$ cat src/sv/cafu_pkg.sv
// Package for the cpu_alu_flag_unit block: operation codes, flag bit positions
// and the request and result structs passed between the top level and the ALU.
// No dependencies.
`default_nettype none

package cafu_pkg;

  localparam int unsigned CmdWidth = 5;
  localparam int unsigned FlagWidth = 4;

  // Flag bit positions inside the 4-bit flag word.
  localparam int unsigned FlagZ = 3;
  localparam int unsigned FlagN = 2;
  localparam int unsigned FlagH = 1;
  localparam int unsigned FlagC = 0;

  localparam logic [7:0] DaaLowFix = 8'h06;
  localparam logic [7:0] DaaHighFix = 8'h60;
  localparam logic [7:0] DaaHighLimit = 8'h99;
  localparam logic [3:0] DaaLowLimit = 4'h9;

  typedef enum logic [CmdWidth-1:0] {
    CmdAdd   = 5'd0,
    CmdAdc   = 5'd1,
    CmdSub   = 5'd2,
    CmdSbc   = 5'd3,
    CmdAnd   = 5'd4,
    CmdXor   = 5'd5,
    CmdOr    = 5'd6,
    CmdCp    = 5'd7,
    CmdInc   = 5'd8,
    CmdDec   = 5'd9,
    CmdAdd16 = 5'd10,
    CmdRlca  = 5'd11,
    CmdRla   = 5'd12,
    CmdRrca  = 5'd13,
    CmdRra   = 5'd14,
    CmdDaa   = 5'd15,
    CmdCpl   = 5'd16,
    CmdScf   = 5'd17,
    CmdCcf   = 5'd18
  } cmd_e;

  typedef struct packed {
    logic [CmdWidth-1:0] cmd;
    logic [7:0]          acc;
    logic [7:0]          operand;
    logic [15:0]         wide_left;
    logic [15:0]         wide_right;
  } alu_req_t;

  typedef struct packed {
    logic [15:0]          result;
    logic [FlagWidth-1:0] flags;
  } alu_res_t;

endpackage

`default_nettype wire

$ cat src/sv/cpu_alu_flag_unit_top.sv
// An accepted item passes the input register, then the result register, before its result shows valid.
// Throughput: one operation per cycle while out_ready_i stays high;
// the flag register feeds the next item in the input stage.
// The only loop is flags_q -> ALU -> flags_q, one short combinational pass.
// Reset (rst_ni low, asynchronous) clears both stage valids and the four flags to zero.
// Top level of the cpu_alu_flag_unit block: handshake stages and the flag register.
// Depends on cafu_pkg and cafu_alu.
`default_nettype none

module cpu_alu_flag_unit_top
  import cafu_pkg::*;
(
  input  logic                 clk_i,
  input  logic                 rst_ni,
  input  logic                 in_valid_i,
  output logic                 in_ready_o,
  input  logic [CmdWidth-1:0]  cmd_i,
  input  logic [7:0]           acc_i,
  input  logic [7:0]           operand_i,
  input  logic [15:0]          wide_left_i,
  input  logic [15:0]          wide_right_i,
  output logic                 out_valid_o,
  input  logic                 out_ready_i,
  output logic [15:0]          result_o,
  output logic [FlagWidth-1:0] flags_out_o
);

  // Input stage: holds one accepted item until the ALU result can move on
  // into the result register.
  logic                 in_valid_q;
  alu_req_t             req_q;
  alu_req_t             req_d;

  // Result stage and the kept flags.
  logic                 out_valid_q;
  logic [15:0]          result_q;
  logic [FlagWidth-1:0] flags_out_q;
  logic [FlagWidth-1:0] flags_q;

  alu_res_t             alu_res;
  logic                 advance;
  logic                 in_xfer;

  // The item in the input stage moves forward whenever the result register is
  // empty or its result is being taken in this same cycle. The flag register
  // changes only at that moment, so the next item always sees the flags left
  // by the one just ahead of it.
  assign advance    = in_valid_q && (!out_valid_q || out_ready_i);
  assign in_ready_o = !in_valid_q || advance;
  assign in_xfer    = in_valid_i && in_ready_o;

  assign req_d.cmd        = cmd_i;
  assign req_d.acc        = acc_i;
  assign req_d.operand    = operand_i;
  assign req_d.wide_left  = wide_left_i;
  assign req_d.wide_right = wide_right_i;

  cafu_alu u_alu (
    .req_i   (req_q),
    .flags_i (flags_q),
    .res_o   (alu_res)
  );

  always_ff @(posedge clk_i or negedge rst_ni) begin
    if (!rst_ni) begin
      in_valid_q  <= 1'b0;
      out_valid_q <= 1'b0;
      flags_q     <= '0;
    end else begin
      if (in_ready_o) begin
        in_valid_q <= in_valid_i;
      end
      if (advance) begin
        out_valid_q <= 1'b1;
        flags_q     <= alu_res.flags;
      end else if (out_ready_i) begin
        out_valid_q <= 1'b0;
      end
    end
  end

  // Payload registers carry no reset.
  always_ff @(posedge clk_i) begin
    if (in_xfer) begin
      req_q <= req_d;
    end
    if (advance) begin
      result_q    <= alu_res.result;
      flags_out_q <= alu_res.flags;
    end
  end

  assign out_valid_o = out_valid_q;
  assign result_o    = result_q;
  assign flags_out_o = flags_out_q;

  // A result that has been shown always matches the kept flags.
  assert property (@(posedge clk_i) disable iff (!rst_ni)
    out_valid_q |-> (flags_out_q == flags_q))
    else $error("shown flags differ from kept flags");

  // Every item that leaves the input stage shows up as a result next cycle.
  assert property (@(posedge clk_i) disable iff (!rst_ni)
    advance |=> out_valid_q)
    else $error("advanced item did not reach the result register");

  // The kept flags change only when an item moves into the result register.
  assert property (@(posedge clk_i) disable iff (!rst_ni)
    !advance |=> $stable(flags_q))
    else $error("flags changed without an item advancing");

  // An occupied input stage that cannot move blocks new transfers.
  assert property (@(posedge clk_i) disable iff (!rst_ni)
    (in_valid_q && !advance) |-> !in_ready_o)
    else $error("input accepted while the input stage is stuck");

endmodule

`default_nettype wire

$ cat src/sv/cafu_alu.sv
// Combinational ALU of the cpu_alu_flag_unit block: computes the new value and
// the next flag word from one request and the current flags. Depends on cafu_pkg.
`default_nettype none

module cafu_alu
  import cafu_pkg::*;
(
  input  alu_req_t             req_i,
  input  logic [FlagWidth-1:0] flags_i,
  output alu_res_t             res_o
);

  logic [7:0]  a;
  logic [7:0]  v;
  logic        cin;
  logic        use_carry;
  logic [8:0]  add_sum;
  logic [4:0]  add_nib;
  logic [8:0]  sub_diff;
  logic [4:0]  sub_nib;
  logic [7:0]  inc_val;
  logic [7:0]  dec_val;
  logic [16:0] wide_sum;
  logic [12:0] wide_nib;
  logic        daa_neg;
  logic        daa_low;
  logic        daa_high;
  logic [7:0]  daa_off;
  logic [7:0]  daa_val;
  logic [7:0]  res8;
  logic [FlagWidth-1:0] nf;
  logic        wide_op;

  assign a   = req_i.acc;
  assign v   = req_i.operand;
  assign cin = flags_i[FlagC];

  assign use_carry = (req_i.cmd == CmdAdc || req_i.cmd == CmdSbc) ? cin : 1'b0;

  assign add_sum  = {1'b0, a} + {1'b0, v} + {8'd0, use_carry};
  assign add_nib  = {1'b0, a[3:0]} + {1'b0, v[3:0]} + {4'd0, use_carry};
  assign sub_diff = {1'b0, a} - {1'b0, v} - {8'd0, use_carry};
  assign sub_nib  = {1'b0, a[3:0]} - {1'b0, v[3:0]} - {4'd0, use_carry};
  assign inc_val  = v + 8'd1;
  assign dec_val  = v - 8'd1;
  assign wide_sum = {1'b0, req_i.wide_left} + {1'b0, req_i.wide_right};
  assign wide_nib = {1'b0, req_i.wide_left[11:0]} + {1'b0, req_i.wide_right[11:0]};

  // Decimal adjust: the correction depends on whether the last operation
  // was a subtraction and on the kept half-carry and carry.
  assign daa_neg  = flags_i[FlagN];
  assign daa_low  = (!daa_neg && (a[3:0] > DaaLowLimit)) || flags_i[FlagH];
  assign daa_high = (!daa_neg && (a > DaaHighLimit)) || cin;
  assign daa_off  = (daa_low ? DaaLowFix : 8'd0) | (daa_high ? DaaHighFix : 8'd0);
  assign daa_val  = daa_neg ? (a - daa_off) : (a + daa_off);

  always_comb begin
    res8    = a;
    nf      = flags_i;
    wide_op = 1'b0;
    case (req_i.cmd)
      CmdAdd, CmdAdc: begin
        res8 = add_sum[7:0];
        nf   = {add_sum[7:0] == 8'd0, 1'b0, add_nib[4], add_sum[8]};
      end
      CmdSub, CmdSbc, CmdCp: begin
        res8 = (req_i.cmd == CmdCp) ? a : sub_diff[7:0];
        nf   = {sub_diff[7:0] == 8'd0, 1'b1, sub_nib[4], sub_diff[8]};
      end
      CmdAnd: begin
        res8 = a & v;
        nf   = {(a & v) == 8'd0, 1'b0, 1'b1, 1'b0};
      end
      CmdXor: begin
        res8 = a ^ v;
        nf   = {(a ^ v) == 8'd0, 3'b000};
      end
      CmdOr: begin
        res8 = a | v;
        nf   = {(a | v) == 8'd0, 3'b000};
      end
      CmdInc: begin
        res8 = inc_val;
        nf   = {inc_val == 8'd0, 1'b0, v[3:0] == 4'hF, cin};
      end
      CmdDec: begin
        res8 = dec_val;
        nf   = {dec_val == 8'd0, 1'b1, v[3:0] == 4'h0, cin};
      end
      CmdAdd16: begin
        wide_op = 1'b1;
        nf      = {flags_i[FlagZ], 1'b0, wide_nib[12], wide_sum[16]};
      end
      CmdRlca: begin
        res8 = {a[6:0], a[7]};
        nf   = {3'b000, a[7]};
      end
      CmdRla: begin
        res8 = {a[6:0], cin};
        nf   = {3'b000, a[7]};
      end
      CmdRrca: begin
        res8 = {a[0], a[7:1]};
        nf   = {3'b000, a[0]};
      end
      CmdRra: begin
        res8 = {cin, a[7:1]};
        nf   = {3'b000, a[0]};
      end
      CmdDaa: begin
        res8 = daa_val;
        nf   = {daa_val == 8'd0, daa_neg, 1'b0, daa_high};
      end
      CmdCpl: begin
        res8 = ~a;
        nf   = {flags_i[FlagZ], 1'b1, 1'b1, cin};
      end
      CmdScf: begin
        nf = {flags_i[FlagZ], 1'b0, 1'b0, 1'b1};
      end
      CmdCcf: begin
        nf = {flags_i[FlagZ], 1'b0, 1'b0, !cin};
      end
      default: begin
        // Unused codes leave the flags alone and pass the accumulator.
        res8 = a;
        nf   = flags_i;
      end
    endcase
  end

  assign res_o.result = wide_op ? wide_sum[15:0] : {8'd0, res8};
  assign res_o.flags  = nf;

endmodule

`default_nettype wire
$ cat config.mk
export PLATFORM = sky130hd
export DESIGN_NAME = cpu_alu_flag_unit_top
export DESIGN_NICKNAME = d
export VERILOG_FILES = /design/src/sv/cafu_pkg.sv /design/src/sv/cpu_alu_flag_unit_top.sv /design/src/sv/cafu_alu.sv
export SDC_FILE = /design/constraint.sdc
export NUM_CORES = 1
export LEC_CHECK = 0
export BUFFER_PORTS_ARGS = -buffer_cell sky130_fd_sc_hd__buf_2
export CAP_MARGIN = 20
export CORE_MARGIN = 4
export CORE_UTILIZATION = 61
export CTS_BUF_LIST = sky130_fd_sc_hd__clkbuf_8
export DETAILED_ROUTE_END_ITERATION = 7
export GPL_TIMING_DRIVEN = 1
export HOLD_SLACK_MARGIN = 0.02
export PLACE_DENSITY = 0.83
export SLEW_MARGIN = 20
export SYNTH_ARGS = -nofsm -noshare
export SYNTH_HDL_FRONTEND = slang
export SYNTH_SLANG_ARGS = --single-unit
$ cat constraint.sdc
create_clock -name clk_i -period 4.9 [get_ports clk_i]
set_input_delay 0.49 -clock clk_i [delete_from_list [all_inputs] [get_ports clk_i]]
set_output_delay 0.49 -clock clk_i [all_outputs]
set_load 0.03 [all_outputs]
* After elaboration in Yosys (flattened, before gate mapping)
Cells that the tools add are included.
Word-level totals: bits in registers 79, bits in latches 0, RAM bits 0, memory bits (read-only) 0, bits of input ports 57, output and inout port bits 22, memories 0
Cells by class: $add $sub $neg 14, multiply operators 0, div/mod/pow operators 0, magnitude comparators 2, eq/ne operators 19, shift-type cells 0, muxes and demuxes 11, bitwise operators 5, reduce and logical (&&, ||, !) cells 28
Operators with widths (number):
- $pmux 8 s13 | 1
- $logic_not 8->1 | 8
- $pmux 4 s14 | 1
- $eq 5x4->1 const B | 8
- $mux 8 | 3
- $eq 5x3->1 const B | 4
- $add 16x16->17 | 1
- $or 8x8->8 | 2
- $eq 5x5->1 const B | 3
- $add 12x12->13 | 1
- $eq 5x2->1 const B | 2
- $add 8x8->9 | 1
- $add 9x1->9 | 1
- $sub 8x8->9 | 1
- $sub 9x1->9 | 1
- $add 8x1->8 const B | 1
- $add 8x8->8 | 1
- $and 8x8->8 | 1
- $gt 8x8->1 const B | 1
- $not 8->8 | 1
- $sub 8x1->8 const B | 1
- $sub 8x8->8 | 1
- $xor 8x8->8 | 1
- $mux 7 | 1
- other kinds (17) | 32

* Longest topological paths before layout
depth after elaboration 9, gate-level depth with buffers 15

* Modules after synthesis
From an unflattened synthesis, not the netlist that was laid out.
Unflattened totals: cells, all modules 666, area, all modules 6470.0 µm²
Modules (own cells, without submodules):
- cafu_alu | times used 1, cells an instance 576, area an instance 4011.3 µm², sequential area each 0.0 µm²
- cpu_alu_flag_unit_top | times used 1, cells an instance 90, area an instance 2458.6 µm², sequential area each 2342.2 µm²

* Least setup slack after synthesis
Ideal clock, no wire load.
path kind register to register, from reg req_q[41] (netlist bit), to reg flags_q[3], arrival 3.560 ns, data required time 4.775 ns, slack 1.214 ns, cell stages (with the launch flop) 16, cells stage by stage edfxtp_1 -> clkbuf_1 -> o21ai_0 -> o211ai_1 -> a31oi_1 -> ha_1 -> nand2_1 -> o21ai_0 -> ha_1 -> or2_2 -> a2111o_1 -> o41ai_1 -> nor4_1 -> a32o_1 -> a311o_1 -> mux2_4
RTL lines:
- start, declared | line cpu_alu_flag_unit_top.sv:31 | alu_req_t req_q;
- start signal, assigned | line cpu_alu_flag_unit_top.sv:85 | req_q <= req_d;
- end signal, assigned | line cpu_alu_flag_unit_top.sv:75 | flags_q <= alu_res.flags;
- end, declared | line cpu_alu_flag_unit_top.sv:38 | logic [FlagWidth-1:0] flags_q;

==> impl_metrics.tcl <==
set metrics [dict create \
    criticalPathCategory "reg2reg" \
    p_leak_uw 0.00288 \
    synth_edf_count 73 \
    regToRegSetupSlack_ns 0.81 \
    grt_max_degree 54 \
    core_area_mm2 0.00986 \
    syn_avg_cell_area_um2 9.57 \
    synth_top_area_share 0.351 \
    drtIter0Drc 727 \
    ant_nets 0 \
    period_share 0.835 \
    hp-class "in2reg" \
    num_vias 5881 \
    grt_pass1_vias 5678 \
    final_cells 867 \
    drv_slew 0 \
    htreeDepth 3 \
    vdd_drop_max_v 0.000224 \
    worstMarginPinSlew_ns 0.935 \
    max_freq_mhz 244 \
    overflow 0 \
    crit_slowest_cell "edfxtp_1" \
    drive_gt1_frac 0.168 \
    vias_per_cell 6.78 \
    synthesis.area_mm2 0.00624 \
    die_w_um 109 \
    crit_buf_inv 0 \
    antenna_found_initial 0 \
    drt-pass1-iter-count 6 \
    cpPeakStageDelay_ns 0.61 \
    hold_buffers 1 \
    num_io_pins 79 \
    path_max_fanout 9 \
    cts_tree "yes" \
    synthTopCellsByArea "edfxtp_1 (35%), ha_1 (12%), a21oi_1 (3.1%), o21ai_0 (3.1%), nor2_1 (2.7%)" \
    path_cells "o21ai_0 > o211ai_1 > a31oi_1 > ha_1 > nand2_1 > o21ai_0 > ha_1 > or2_2 > a2111o_1 > o41ai_1 > nor4_1 > a32o_1 > a311o_1 > mux2_4" \
    cap_viol_max_count 0 \
    power_density_mw_per_mm2 303 \
    rsz0062_at_grt "false" \
    post-place-cells 850 \
    numCtsBuffers 9 \
    max-slew-margin-rel 0.376 \
    drc 0 \
    cts_setup_buffers 0 \
    end_kind "flop" \
    status "completed" \
    hold_violations 0 \
    diodes 0 \
    port_buffers 78 \
    clock_skew_ns 0.0173 \
    cts_resized 0 \
    syn_inst 652 \
    gp_congestion 1.06 \
    post_drt_wl_per_cell_um 23.7 \
    path_delay_family "compound AO/OA/AOI/OAI gates" \
    cts.path.max_buffers 2 \
    fin_tns_setup_ns 0 \
    grt_pass1_wl_um 31600 \
    wirelength_um 20600 \
    synth-warning-count 0 \
    finalCriticalPeriod_ns 4.09 \
    root_buffer "clkbuf_8" \
    grtUsageTotal 0.359 \
    dieArea_mm2 0.0119 \
    dp_hpwl_um 15800 \
    syn_nets 774 \
    fin_nets 851 \
    startpoint_type "flop" \
    clkLatencyLatePin_ns 0.39 \
    initial_utilization 0.633 \
    synth_cell_type_count 71 \
    die_y_um 109 \
    synth.largest_area_cell "edfxtp_1" \
    setup_viol 0 \
    yosysSeqAreaShare 0.375 \
    synthFlopType "edfxtp_1" \
    fillers 712 \
    num_rows 36 \
    clock_sinks 79 \
    worstPathArrival_ns 4.36 \
    synth-seq-cells 79 \
    area_growth_pct 11.8 \
    required_ns 5.17 \
    clk_pin_slew_ns 0.09 \
    async_flop_share 0.0759 \
]
[worst register-to-register path: cells and delay by family (launching register included)]
kind                       cells  cell delay [ns]
and+or+nand+nor                3             0.49
muxes                          1             0.27
adders and majority gates      2             0.66
AOI/OAI and AO/OA              8             1.96
DFF                            1             0.61
[final timing paths]
check / start / end / cells past startpoint
max: req_q[42]$_DFFE_PP_ / flags_q[3]$_DFFE_PN0P_ / 14
min: wide_left_i[11] / req_q[27]$_DFFE_PP_ / 1
max reg2reg: req_q[42]$_DFFE_PP_ / flags_q[3]$_DFFE_PN0P_ / 14
min reg2reg: in_valid_q$_DFFE_PN0N_ / out_valid_o$_DFFE_PN0P_ / 1
max in group asynchronous: rst_ni / flags_q[0]$_DFFE_PN0P_ / 2
min in group asynchronous: rst_ni / flags_q[2]$_DFFE_PN0P_ / 2
[stage by stage]
| stage | hold slack (ns) | total power, µW | area (µm²) | setup slack [ns] | util |
|---|---|---|---|---|---|
| global placement | 0.328 | 1610 | 6790 | 1.07 | 0.688 |
| finish | 0.270 | 2110 | 6980 | 0.809 | 0.707 |
| detailed placement | 0.329 | 1640 | 6800 | 0.940 | 0.689 |
| global route | 0.262 | 2210 | 6980 | 0.631 | 0.707 |
| CTS | 0.261 | 2090 | 6980 | 0.866 | 0.707 |
| floorplan | 0.194 | 1400 | 6240 | 1.21 | - |
[power breakdown]
group / internal [µW] / leakage, µW / switching (µW)
clock network: 183 / 0.0000854 / 262
logic: 299 / 0.00202 / 498
registers: 804 / 0.000777 / 66.4
total: 1290 / 0.00288 / 826
[cell type report]
type                    instances  area (µm²)  area share
clock buffers                   9         124      0.0178
clock inverters                 7        47.5     0.00681
inverters                      39         146      0.0210
multi-input cells             507        3650       0.523
flip-flops and latches         79        2340       0.336
well taps                     133         166      0.0238
repair buffers                 93         505      0.0724
[synthesized netlist by cell type, types with 7 or more instances]
cell type / count
a21o_1: 8
nor2_1: 45
a21oi_1: 39
o22ai_1: 9
xnor2_1: 19
nand3_1: 21
and3_1: 7
nor2b_1: 12
xor2_1: 13
a211oi_1: 9
nor3_1: 24
inv_1: 39
o21ai_0: 39
nand4_1: 10
nor4_1: 13
clkbuf_1: 20
nor3b_1: 7
edfxtp_1: 73
nand2_1: 34
ha_1: 60
nand2b_1: 9
o21a_1: 9
[routing by layer]
metal,track usage,share of wire,up-vias
li1,-,-,2632
met1,0.495,0.39,2730
met2,0.546,0.45,443
met3,0.0716,0.11,76
met4,0.160,0.041,0
met5,0,0,-
[registers in the layout, indices dropped and copies added (netlist names)]
signal / cells
flags_out_o: 4
result_o: 16
req_q: 53
flags_q: 4
out_valid_o: 1
in_valid_q: 1
[kinds of logic (layout without fill, tap and decap cells)]
kind of cell             after synthesis  after routing  share of synthesized area
AND/OR/NAND/NOR                      217            217                      0.188
multiplexers                           6              6                     0.0108
flip-flops                            79             79                      0.375
AO/OA/AOI/OAI                        187            187                      0.204
buffers and inverters                 66            148                     0.0409
XOR/XNOR                              32             32                     0.0449
adder cells (fa/ha/maj)               65             65                      0.136
[layout by cell type (no fill, tap or decap), types with 5 or more instances in the layout]
master	n
fa_1	5
or3_1	5
a21o_1	8
o21a_1	9
a221o_1	5
o22ai_1	9
a21oi_1	39
nand4_1	10
nand2b_1	9
nand3b_1	6
nor3_1	24
nor4_1	13
nor2b_1	12
xor2_1	13
buf_2	78
a211oi_1	9
and3_1	7
nand3_1	21
o21bai_1	5
nor2_1	45
nand2_1	34
a22oi_1	6
xnor2_1	19
inv_1	39
dfrtp_1	6
buf_4	14
o21ai_0	38
ha_1	60
clkbuf_8	9
nor3b_1	7
edfxtp_1	73
o211ai_1	6
(Power assumes the default switching activity.)
